### config.mk
export PLATFORM = sky130hd
export DESIGN_NAME = biquad_iir_df2_filter
export DESIGN_NICKNAME = d
export VERILOG_FILES = /design/src/sv/bqf_pkg.sv /design/src/sv/biquad_iir_df2_filter.sv /design/src/sv/bqf_mac.sv /design/src/sv/bqf_seq.sv
export SDC_FILE = /design/constraint.sdc
export NUM_CORES = 2
export LEC_CHECK = 0
export BUFFER_PORTS_ARGS = -buffer_cell sky130_fd_sc_hd__clkbuf_2
export CAP_MARGIN = 0
export CORE_ASPECT_RATIO = 1.75
export CORE_UTILIZATION = 45
export CTS_BUF_LIST = sky130_fd_sc_hd__clkbuf_4 sky130_fd_sc_hd__clkbuf_8 sky130_fd_sc_hd__clkbuf_16
export CTS_CLUSTER_DIAMETER = 200
export CTS_CLUSTER_SIZE = 14
export DETAILED_ROUTE_END_ITERATION = 10
export PLACE_DENSITY = 0.69
export SYNTH_ARGS = -nofsm -noshare
export SYNTH_HDL_FRONTEND = slang
export SYNTH_SLANG_ARGS = --single-unit
### constraint.sdc
create_clock -name clock -period 11 [get_ports clock]
set_clock_uncertainty 0.15 [all_clocks]
set_input_delay 2.2 -clock clock [delete_from_list [all_inputs] [get_ports clock]]
set_output_delay 2.2 -clock clock [all_outputs]
set_load 0.03 [all_outputs]
### src/sv/bqf_pkg.sv
`timescale 1ns / 1ps
// ----------------------------------------------------------------------------
// bqf_pkg
// Widths, register codes, sequencer types and rounding for the biquad filter.
// ----------------------------------------------------------------------------
package bqf_pkg;

   localparam int SAMPLE_WIDTH   = 24;
   localparam int COEF_WIDTH     = 24;
   localparam int COEF_FRAC_BITS = 22;
   localparam int STATE_WIDTH    = 32;
   localparam int PROD_WIDTH     = STATE_WIDTH + COEF_WIDTH;
   // three products plus guard
   localparam int ACC_WIDTH      = PROD_WIDTH + 2;
   localparam int RND_WIDTH      = ACC_WIDTH - COEF_FRAC_BITS;
   localparam int CSR_IDX_WIDTH  = 3;

   // 1.0 in coefficient format
   localparam logic signed [COEF_WIDTH-1:0] COEF_ONE =
      {{(COEF_WIDTH-COEF_FRAC_BITS-1){1'b0}}, 1'b1, {COEF_FRAC_BITS{1'b0}}};

   localparam logic signed [ACC_WIDTH-1:0] ACC_HALF =
      {{(ACC_WIDTH-COEF_FRAC_BITS){1'b0}}, 1'b1, {(COEF_FRAC_BITS-1){1'b0}}};

   localparam logic signed [RND_WIDTH-1:0] W_MAX =
      {{(RND_WIDTH-STATE_WIDTH+1){1'b0}}, {(STATE_WIDTH-1){1'b1}}};
   localparam logic signed [RND_WIDTH-1:0] W_MIN = ~W_MAX;
   localparam logic signed [RND_WIDTH-1:0] Y_MAX =
      {{(RND_WIDTH-SAMPLE_WIDTH+1){1'b0}}, {(SAMPLE_WIDTH-1){1'b1}}};
   localparam logic signed [RND_WIDTH-1:0] Y_MIN = ~Y_MAX;

   typedef enum logic [CSR_IDX_WIDTH-1:0] {
      CSR_A1 = 3'd0,
      CSR_A2 = 3'd1,
      CSR_B0 = 3'd2,
      CSR_B1 = 3'd3,
      CSR_B2 = 3'd4
   } csr_idx_type;

   typedef enum logic [3:0] {
      S_IDLE,
      S_W0, S_W1, S_W2, S_W3, S_WR,
      S_Y0, S_Y1, S_Y2, S_Y3, S_YR
   } state_type;

   typedef enum logic [1:0] {
      A_X, A_W1, A_W2, A_W
   } a_sel_type;

   typedef enum logic [2:0] {
      B_ONE, B_A1, B_A2, B_B0, B_B1, B_B2
   } b_sel_type;

   typedef enum logic [1:0] {
      ACC_HOLD, ACC_LOAD, ACC_ADD, ACC_SUB
   } acc_op_type;

   typedef struct packed {
      a_sel_type  a_sel;
      b_sel_type  b_sel;
      acc_op_type acc_op;
      logic       w_done;   // acc holds the w sum
      logic       y_done;   // acc holds the y sum, result loads now
   } seq_ctl_type;

   // round to nearest (tie toward +inf), drop the coefficient fraction bits
   function automatic logic signed [RND_WIDTH-1:0] round_acc(
      input logic signed [ACC_WIDTH-1:0] acc);
      logic signed [ACC_WIDTH-1:0] sum;
      sum = acc + ACC_HALF;
      return signed'(sum[ACC_WIDTH-1:COEF_FRAC_BITS]);
   endfunction

endpackage

### src/sv/biquad_iir_df2_filter.sv
`timescale 1ns / 1ps
// ----------------------------------------------------------------------------
// biquad_iir_df2_filter
// Direct form II biquad, one shared 32x24 multiplier, coefficients by CSR.
// ----------------------------------------------------------------------------
// Usage:
//   req_ channel: one audio sample (Q1.23) and a block end marker per beat.
//   rsp_ channel: filtered sample, marker copy and a clip flag per beat.
//   csr_ port:    write-only; index 0..4 = a1, a2, b0, b1, b2 (Q2.22).
//                 Other indexes are dropped. Write only while idle.
// Timing:
//   One request beat is followed by exactly one response beat. rsp_valid
//   is registered: it rises after the y rounding step loads the result.
//   The MAC sequencer runs three products, a pipeline drain and a rounding
//   step for each of w and y, and a new sample is taken only once all 10
//   MAC steps are done and the sequencer is back in idle.
//   The response sits in an output register; the next sample is accepted
//   while it waits. If the receiver still stalls when the next result is
//   done, the sequencer holds that result until the register frees up.
// Reset:
//   Clears both delay-line w values, sets coefficients to pass-through
//   (b0 = 1.0, the rest 0) and empties the output register.
// ----------------------------------------------------------------------------
module biquad_iir_df2_filter (
   input  logic                                        clock,
   input  logic                                        reset,
   input  logic                                        req_valid,
   output logic                                        req_ready,
   input  logic signed [bqf_pkg::SAMPLE_WIDTH-1:0]     req_sample_in,
   input  logic                                        req_block_end_in,
   output logic                                        rsp_valid,
   input  logic                                        rsp_ready,
   output logic signed [bqf_pkg::SAMPLE_WIDTH-1:0]     rsp_sample_out,
   output logic                                        rsp_block_end_out,
   output logic                                        rsp_clipped,
   input  logic                                        csr_we,
   input  logic [bqf_pkg::CSR_IDX_WIDTH-1:0]           csr_index,
   input  logic [bqf_pkg::COEF_WIDTH-1:0]              csr_wdata
);

   // coefficients
   logic signed [bqf_pkg::COEF_WIDTH-1:0] coef_a1_ff, coef_a2_ff;
   logic signed [bqf_pkg::COEF_WIDTH-1:0] coef_b0_ff, coef_b1_ff, coef_b2_ff;

   // filter state and per-sample working regs
   logic signed [bqf_pkg::STATE_WIDTH-1:0]  w_prev1_ff, w_prev2_ff, w_ff;
   logic signed [bqf_pkg::SAMPLE_WIDTH-1:0] x_ff;
   logic                                    block_end_ff;
   logic                                    clip_ff;

   // output register
   logic                                    rsp_valid_ff;
   logic signed [bqf_pkg::SAMPLE_WIDTH-1:0] rsp_sample_ff;
   logic                                    rsp_block_end_ff;
   logic                                    rsp_clipped_ff;

   bqf_pkg::seq_ctl_type                    ctl;
   logic                                    accept;
   logic                                    out_free;
   logic signed [bqf_pkg::STATE_WIDTH-1:0]  op_a;
   logic signed [bqf_pkg::COEF_WIDTH-1:0]   op_b;
   logic signed [bqf_pkg::ACC_WIDTH-1:0]    acc;
   logic signed [bqf_pkg::RND_WIDTH-1:0]    rnd;
   logic                                    w_sat, y_sat;
   logic signed [bqf_pkg::STATE_WIDTH-1:0]  w_sat_val;
   logic signed [bqf_pkg::SAMPLE_WIDTH-1:0] y_sat_val;

   assign accept   = req_valid & req_ready;
   assign out_free = ~rsp_valid_ff | rsp_ready;

   bqf_seq u_seq (
      .clock     (clock),
      .reset     (reset),
      .req_valid (req_valid),
      .out_free  (out_free),
      .req_ready (req_ready),
      .ctl       (ctl)
   );

   // operand select into the shared multiplier
   always_comb begin
      unique case (ctl.a_sel)
         bqf_pkg::A_X:  op_a = {{(bqf_pkg::STATE_WIDTH-bqf_pkg::SAMPLE_WIDTH)
                                 {x_ff[bqf_pkg::SAMPLE_WIDTH-1]}}, x_ff};
         bqf_pkg::A_W1: op_a = w_prev1_ff;
         bqf_pkg::A_W2: op_a = w_prev2_ff;
         default:       op_a = w_ff;
      endcase
      unique case (ctl.b_sel)
         bqf_pkg::B_ONE: op_b = bqf_pkg::COEF_ONE;
         bqf_pkg::B_A1:  op_b = coef_a1_ff;
         bqf_pkg::B_A2:  op_b = coef_a2_ff;
         bqf_pkg::B_B0:  op_b = coef_b0_ff;
         bqf_pkg::B_B1:  op_b = coef_b1_ff;
         default:        op_b = coef_b2_ff;
      endcase
   end

   bqf_mac u_mac (
      .clock  (clock),
      .op_a   (op_a),
      .op_b   (op_b),
      .acc_op (ctl.acc_op),
      .acc    (acc)
   );

   // round, then clamp to the state range (w) or the sample range (y)
   always_comb begin
      rnd   = bqf_pkg::round_acc(acc);
      w_sat = 1'b0;
      y_sat = 1'b0;
      priority if (rnd > bqf_pkg::W_MAX) begin
         w_sat     = 1'b1;
         w_sat_val = bqf_pkg::W_MAX[bqf_pkg::STATE_WIDTH-1:0];
      end else if (rnd < bqf_pkg::W_MIN) begin
         w_sat     = 1'b1;
         w_sat_val = bqf_pkg::W_MIN[bqf_pkg::STATE_WIDTH-1:0];
      end else begin
         w_sat_val = rnd[bqf_pkg::STATE_WIDTH-1:0];
      end
      priority if (rnd > bqf_pkg::Y_MAX) begin
         y_sat     = 1'b1;
         y_sat_val = bqf_pkg::Y_MAX[bqf_pkg::SAMPLE_WIDTH-1:0];
      end else if (rnd < bqf_pkg::Y_MIN) begin
         y_sat     = 1'b1;
         y_sat_val = bqf_pkg::Y_MIN[bqf_pkg::SAMPLE_WIDTH-1:0];
      end else begin
         y_sat_val = rnd[bqf_pkg::SAMPLE_WIDTH-1:0];
      end
   end

   // coefficient registers
   always_ff @(posedge clock) begin
      if (reset) begin
         coef_a1_ff <= '0;
         coef_a2_ff <= '0;
         coef_b0_ff <= bqf_pkg::COEF_ONE;
         coef_b1_ff <= '0;
         coef_b2_ff <= '0;
      end else if (csr_we) begin
         unique case (csr_index)
            bqf_pkg::CSR_A1: coef_a1_ff <= csr_wdata;
            bqf_pkg::CSR_A2: coef_a2_ff <= csr_wdata;
            bqf_pkg::CSR_B0: coef_b0_ff <= csr_wdata;
            bqf_pkg::CSR_B1: coef_b1_ff <= csr_wdata;
            bqf_pkg::CSR_B2: coef_b2_ff <= csr_wdata;
            default: ;  // out-of-range index: dropped
         endcase
      end
   end

   // delay line: shifts once the y sum is done
   always_ff @(posedge clock) begin
      if (reset) begin
         w_prev1_ff <= '0;
         w_prev2_ff <= '0;
      end else if (ctl.y_done) begin
         w_prev1_ff <= w_ff;
         w_prev2_ff <= w_prev1_ff;
      end
   end

   // per-sample working regs (payload, no reset)
   always_ff @(posedge clock) begin
      if (accept) begin
         x_ff         <= req_sample_in;
         block_end_ff <= req_block_end_in;
         clip_ff      <= 1'b0;
      end else if (ctl.w_done) begin
         w_ff    <= w_sat_val;
         clip_ff <= w_sat;
      end
   end

   // output register
   always_ff @(posedge clock) begin
      if (reset) begin
         rsp_valid_ff <= 1'b0;
      end else if (ctl.y_done) begin
         rsp_valid_ff <= 1'b1;
      end else if (rsp_ready) begin
         rsp_valid_ff <= 1'b0;
      end
   end

   always_ff @(posedge clock) begin
      if (ctl.y_done) begin
         rsp_sample_ff    <= y_sat_val;
         rsp_block_end_ff <= block_end_ff;
         rsp_clipped_ff   <= clip_ff | y_sat;
      end
   end

   assign rsp_valid         = rsp_valid_ff;
   assign rsp_sample_out    = rsp_sample_ff;
   assign rsp_block_end_out = rsp_block_end_ff;
   assign rsp_clipped       = rsp_clipped_ff;

   // ------------------------------------------------------------------------
   // checks
   // ------------------------------------------------------------------------
   a_busy_after_accept: assert property (@(posedge clock) disable iff (reset)
      accept |=> !req_ready)
      else $error("request accepted while a sample is in flight");

   a_result_load_free: assert property (@(posedge clock) disable iff (reset)
      ctl.y_done |-> (!rsp_valid_ff || rsp_ready))
      else $error("result loaded over an unread response");

   a_mac_idle_when_ready: assert property (@(posedge clock) disable iff (reset)
      req_ready |-> (ctl.acc_op == bqf_pkg::ACC_HOLD && !ctl.w_done))
      else $error("MAC active while sequencer idle");

   a_latency: assert property (@(posedge clock) disable iff (reset)
      accept |-> ##11 rsp_valid)
      else $error("response not valid 11 cycles after accept");

endmodule

### src/sv/bqf_mac.sv
`timescale 1ns / 1ps
// ----------------------------------------------------------------------------
// bqf_mac
// Shared multiply-accumulate: registered product, then accumulator.
// ----------------------------------------------------------------------------
module bqf_mac (
   input  logic                                     clock,
   input  logic signed [bqf_pkg::STATE_WIDTH-1:0]   op_a,
   input  logic signed [bqf_pkg::COEF_WIDTH-1:0]    op_b,
   input  bqf_pkg::acc_op_type                      acc_op,
   output logic signed [bqf_pkg::ACC_WIDTH-1:0]     acc
);

   logic signed [bqf_pkg::PROD_WIDTH-1:0] prod_ff;
   logic signed [bqf_pkg::ACC_WIDTH-1:0]  prod_ext;
   logic signed [bqf_pkg::ACC_WIDTH-1:0]  acc_ff;
   logic signed [bqf_pkg::ACC_WIDTH-1:0]  acc_in;

   assign prod_ext = {{(bqf_pkg::ACC_WIDTH-bqf_pkg::PROD_WIDTH){prod_ff[bqf_pkg::PROD_WIDTH-1]}},
                      prod_ff};

   always_comb begin
      unique case (acc_op)
         bqf_pkg::ACC_LOAD: acc_in = prod_ext;
         bqf_pkg::ACC_ADD:  acc_in = acc_ff + prod_ext;
         bqf_pkg::ACC_SUB:  acc_in = acc_ff - prod_ext;
         default:           acc_in = acc_ff;
      endcase
   end

   always_ff @(posedge clock) begin
      prod_ff <= op_a * op_b;
      acc_ff  <= acc_in;
   end

   assign acc = acc_ff;

endmodule

### src/sv/bqf_seq.sv
`timescale 1ns / 1ps
// ----------------------------------------------------------------------------
// bqf_seq
// Sequencer: steps the shared MAC through the w and y sums of one sample.
// ----------------------------------------------------------------------------
module bqf_seq (
   input  logic                  clock,
   input  logic                  reset,
   input  logic                  req_valid,
   input  logic                  out_free,
   output logic                  req_ready,
   output bqf_pkg::seq_ctl_type  ctl
);

   bqf_pkg::state_type state_ff, state_in;

   always_comb begin
      state_in = state_ff;
      unique case (state_ff)
         bqf_pkg::S_IDLE: if (req_valid) state_in = bqf_pkg::S_W0;
         bqf_pkg::S_W0:   state_in = bqf_pkg::S_W1;
         bqf_pkg::S_W1:   state_in = bqf_pkg::S_W2;
         bqf_pkg::S_W2:   state_in = bqf_pkg::S_W3;
         bqf_pkg::S_W3:   state_in = bqf_pkg::S_WR;
         bqf_pkg::S_WR:   state_in = bqf_pkg::S_Y0;
         bqf_pkg::S_Y0:   state_in = bqf_pkg::S_Y1;
         bqf_pkg::S_Y1:   state_in = bqf_pkg::S_Y2;
         bqf_pkg::S_Y2:   state_in = bqf_pkg::S_Y3;
         bqf_pkg::S_Y3:   state_in = bqf_pkg::S_YR;
         bqf_pkg::S_YR:   if (out_free) state_in = bqf_pkg::S_IDLE;
         default:         state_in = bqf_pkg::S_IDLE;
      endcase
   end

   always_comb begin
      req_ready  = 1'b0;
      ctl.a_sel  = bqf_pkg::A_X;
      ctl.b_sel  = bqf_pkg::B_ONE;
      ctl.acc_op = bqf_pkg::ACC_HOLD;
      ctl.w_done = 1'b0;
      ctl.y_done = 1'b0;
      unique case (state_ff)
         bqf_pkg::S_IDLE: req_ready = 1'b1;
         bqf_pkg::S_W0: begin
            ctl.a_sel = bqf_pkg::A_X;
            ctl.b_sel = bqf_pkg::B_ONE;
         end
         bqf_pkg::S_W1: begin
            ctl.a_sel  = bqf_pkg::A_W1;
            ctl.b_sel  = bqf_pkg::B_A1;
            ctl.acc_op = bqf_pkg::ACC_LOAD;
         end
         bqf_pkg::S_W2: begin
            ctl.a_sel  = bqf_pkg::A_W2;
            ctl.b_sel  = bqf_pkg::B_A2;
            ctl.acc_op = bqf_pkg::ACC_SUB;
         end
         bqf_pkg::S_W3:   ctl.acc_op = bqf_pkg::ACC_SUB;
         bqf_pkg::S_WR:   ctl.w_done = 1'b1;
         bqf_pkg::S_Y0: begin
            ctl.a_sel = bqf_pkg::A_W;
            ctl.b_sel = bqf_pkg::B_B0;
         end
         bqf_pkg::S_Y1: begin
            ctl.a_sel  = bqf_pkg::A_W1;
            ctl.b_sel  = bqf_pkg::B_B1;
            ctl.acc_op = bqf_pkg::ACC_LOAD;
         end
         bqf_pkg::S_Y2: begin
            ctl.a_sel  = bqf_pkg::A_W2;
            ctl.b_sel  = bqf_pkg::B_B2;
            ctl.acc_op = bqf_pkg::ACC_ADD;
         end
         bqf_pkg::S_Y3:   ctl.acc_op = bqf_pkg::ACC_ADD;
         bqf_pkg::S_YR:   ctl.y_done = out_free;
         default:         req_ready = 1'b0;
      endcase
   end

   always_ff @(posedge clock) begin
      if (reset) begin
         state_ff <= bqf_pkg::S_IDLE;
      end else begin
         state_ff <= state_in;
      end
   end

endmodule
==> results list <==
- The run finished with clean final reports.
* Arr. time, crit path: around 11,000 ps
* Sort of element at the end of the critical path: flop
- Worst path max stage delay: about 730 ps
- Synthesized area per cell: roughly 8.7 µm²
* Net count of the mapped netlist: 6,318
- Clock Root Buffer: sky130_fd_sc_hd__clkbuf_16
* Via count of the first global-routing pass: around 40,000
- Number of warnings issued by yosys: 0
- Post-synthesis cell count: 5,268
* # rows: roughly 150
- Clock transition at the registers of the reported paths: 70 ps
- For the worst setup path, the data required time is about 11,000 ps.
* Clock net sink count: between 300 and 400
* Layout-stage area growth over the synthesis result: 6.96%
* Number of synthesized register bits: 387
- The number of antenna violations at the first check in global routing came to 1.
- Dividing the detail-routed via count by the number of cells gives 5.58.
- Max-slew headroom at the worst pin: under 10%
* Worst hold path type: flop to flop
- Once layout is complete, the cells apart from fillers number between 6,000 and 7,000.
* Most common cell after layout, fill and taps aside: sky130_fd_sc_hd__nand2_1
- After global routing the overflow that remains totals 0.
- Number of detailed-routing iterations run before antenna repair: 8
* Die Wd: 243 µm
* Maximum number of pins on one net before global-route repair: 113
- Max-slew violations: 0
* DP HPWL: approximately 110,000 µm
- Setup repair after global routing missed its margin: false
- STA classifies the critical path startpoint as a flop.
- Among all stages on the critical path, the largest delay is contributed by sky130_fd_sc_hd__dfxtp_1.
- Final-stage net count: approximately 6,300
* Post-CTS Repair Setup Buffers: 0
- Among the stages of the critical path, the cell type that occurs most often is sky130_fd_sc_hd__fa_1.
- The tightest hold path in the finished design has a slack of about 270 ps.
- Effective utilization at floorplan: ~45%
- Most used flip-flop cell after synthesis: sky130_fd_sc_hd__dfxtp_1
- The first global-routing pass estimated 223,000 µm of wire.
- Largest driver fanout on the critical path: 24
- Share of final-layout standard cells stronger than drive strength 1: approximately 6.4%
- Leading cell types in the layout, fill and taps excluded: sky130_fd_sc_hd__nand2_1 (1,008), sky130_fd_sc_hd__inv_1 (840), sky130_fd_sc_hd__fa_1 (784)
- Endpoints failing setup: 0
- Broken down by cell family, the worst path's largest delay share belongs to adder cells.
- Hold repair after CTS inserted 0 buffers.
- Count of unresolved DRC violations after routing: 0
* Number of buffer and inverter instances along the worst setup path: 6
- The die covers between 100,000 and 150,000 µm².
- Count of maximum capacitance violations: 0
- Worst Tran Pin Value: about 1400 ps
- The detailed router finished its first iteration with around 3,300 violations.
* Finished layout cell area: about 50,000 µm²
- In this run, placement finished with an instance count of 6,543.
* GP Congestion: 1.01
- DIE HEIGHT: ~420 µm
- In this run the number of H-tree levels came out at 1.
- Timing-limited maximum frequency: 95.6 MHz
- Share of synthesized area occupied by flip-flops and latches: 20.0%
* Number of buffers created by CTS: 31
* Core footprint: approximately 100,000 µm²
- The final hold violation count is 0.
- Total length of routed wires: around 140,000 µm
- The layout has between 9,000 and 10,000 filler cells.
- Detailed routing inserted a total of about 37,000 vias.
- Of all flip-flops after synthesis, the portion carrying an async set or reset was 0%.
- After layout, the worst path uses around 95% of the clock period.
- During I/O placement, the number of pins put on the boundary was between 80 and 90.
- Global-route total usage across every layer: between 20 and 30%
- Summed over all failing endpoints, the final setup total negative slack is 0 ps.
- Number of synthesized flops with an enable pin: between 100 and 150
- The placed instances occupy a cell area of between 40,000 and 50,000 µm².
* Classification of the worst setup path: flop to flop
- Top area cells in the synthesized netlist: sky130_fd_sc_hd__fa_1 (34%), sky130_fd_sc_hd__dfxtp_1 (11%), sky130_fd_sc_hd__edfxtp_1 (9.2%)
* Maximum clock path buffer count: 3
- After detailed routing, the average wire length per cell comes to approximately 21 µm.
* Distinct cell type count after synthesis: between 80 and 90
- The biggest area contributor in the post-synthesis netlist is sky130_fd_sc_hd__fa_1.
* IO buf count: 84
* Final antenna-violating net count: 0
- TritonCTS built the clock tree.
- Area fraction of the dominant cell type after synthesis: between 30% and 40%
- Clock latency on the worst-skew pair, taken at its later pin, is approximately 640 ps.
- Final worst path period need: about 10,000 ps
- Number of cells upsized or downsized after cts: 0
- The cell area that synthesis handed to floorplanning was 45,900 µm².
[path summary, 6_finish.rpt]
kind                     start                 to  slack [ps]  cells after the start
max          u_seq.state_ff[3]  u_mac.prod_ff[33]         540                     32
min               block_end_ff  rsp_block_end_out         270                      0
max reg2reg  u_seq.state_ff[3]  u_mac.prod_ff[33]         540                     32
min reg2reg       block_end_ff  rsp_block_end_out         270                      0
[state kept, by name (all words and copies together), names as in the netlist, 4 cells and up]
signal,count
w_ff,32
coef_a1_ff,24
w_prev1_ff,32
coef_b2_ff,24
coef_b0_ff,24
u_mac.acc,58
coef_b1_ff,24
u_seq.state_ff,4
u_mac.prod_ff,56
rsp_sample_out,24
w_prev2_ff,32
coef_a2_ff,24
x_ff,24
[layout make-up]
type	instances	area, µm²	area share, %
clock buffer	47	896	1.82
timing repair buffer	215	1410	2.87
inverter	842	3160	6.44
clock inverter	2	26.3	0.0535
tap	1326	1660	3.38
multi-input combinational	3773	32800	66.8
sequential	387	9160	18.7
antenna	3	7.51	0.0153
[synth_stat cells, drive strengths merged (59+ instances only)]
| library cell | n |
|---|---|
| nor2 | 414 |
| o21ai | 215 |
| fa | 784 |
| a21oi | 335 |
| clkbuf | 242 |
| ha | 209 |
| dfxtp | 246 |
| edfxtp | 141 |
| xor2 | 88 |
| xnor2 | 116 |
| inv | 841 |
| nand3 | 59 |
| a21o | 73 |
| nand2 | 1009 |
[routing by layer]
| metal | GRT usage (%) | part of all wire, % | wire (µm) | vias to the layer above |
|---|---|---|---|---|
| li1 | - | - | - | 16486 |
| met1 | 32.2 | 36 | 50800 | 18446 |
| met2 | 49.3 | 50 | 71400 | 1371 |
| met3 | 2.75 | 5.4 | 7660 | 470 |
| met4 | 19.6 | 8.2 | 11700 | 0 |
| met5 | 0 | 0 | 0 | - |
[worst reg2reg max path: cells and delay by family, from the launching register on]
family,cells,cell delay [ps]
buffers and inverters,6,350
AO/OA/AOI/OAI,12,3450
flip-flops,1,730
AND/OR/NAND/NOR,5,1260
adder cells (fa/ha/maj),8,4030
XOR/XNOR,1,330
[metrics by stage]
step	util (%)	setup WS, ps
floorplan	-	2380
global placement	47.7	786
detailed placement	47.7	674
CTS	48.6	591
global route	48.6	66.2
finish	48.6	535
[cell families (layout without fill, tap and decap cells)]
logic type	count (synthesis)	in the layout	synth area share (%)
compound gates	886	886	11.9
mux	4	4	0.0927
buf+inv	1108	1106	9.10
other cells	0	3	0
flops	387	387	20.0
xor+xnor	204	204	3.91
fa+ha+maj	993	993	39.9
simple gates	1686	1686	15.1
Power is not shown: default switching activity piles up to over one toggle a cycle in this logic, so the estimate is an artifact.
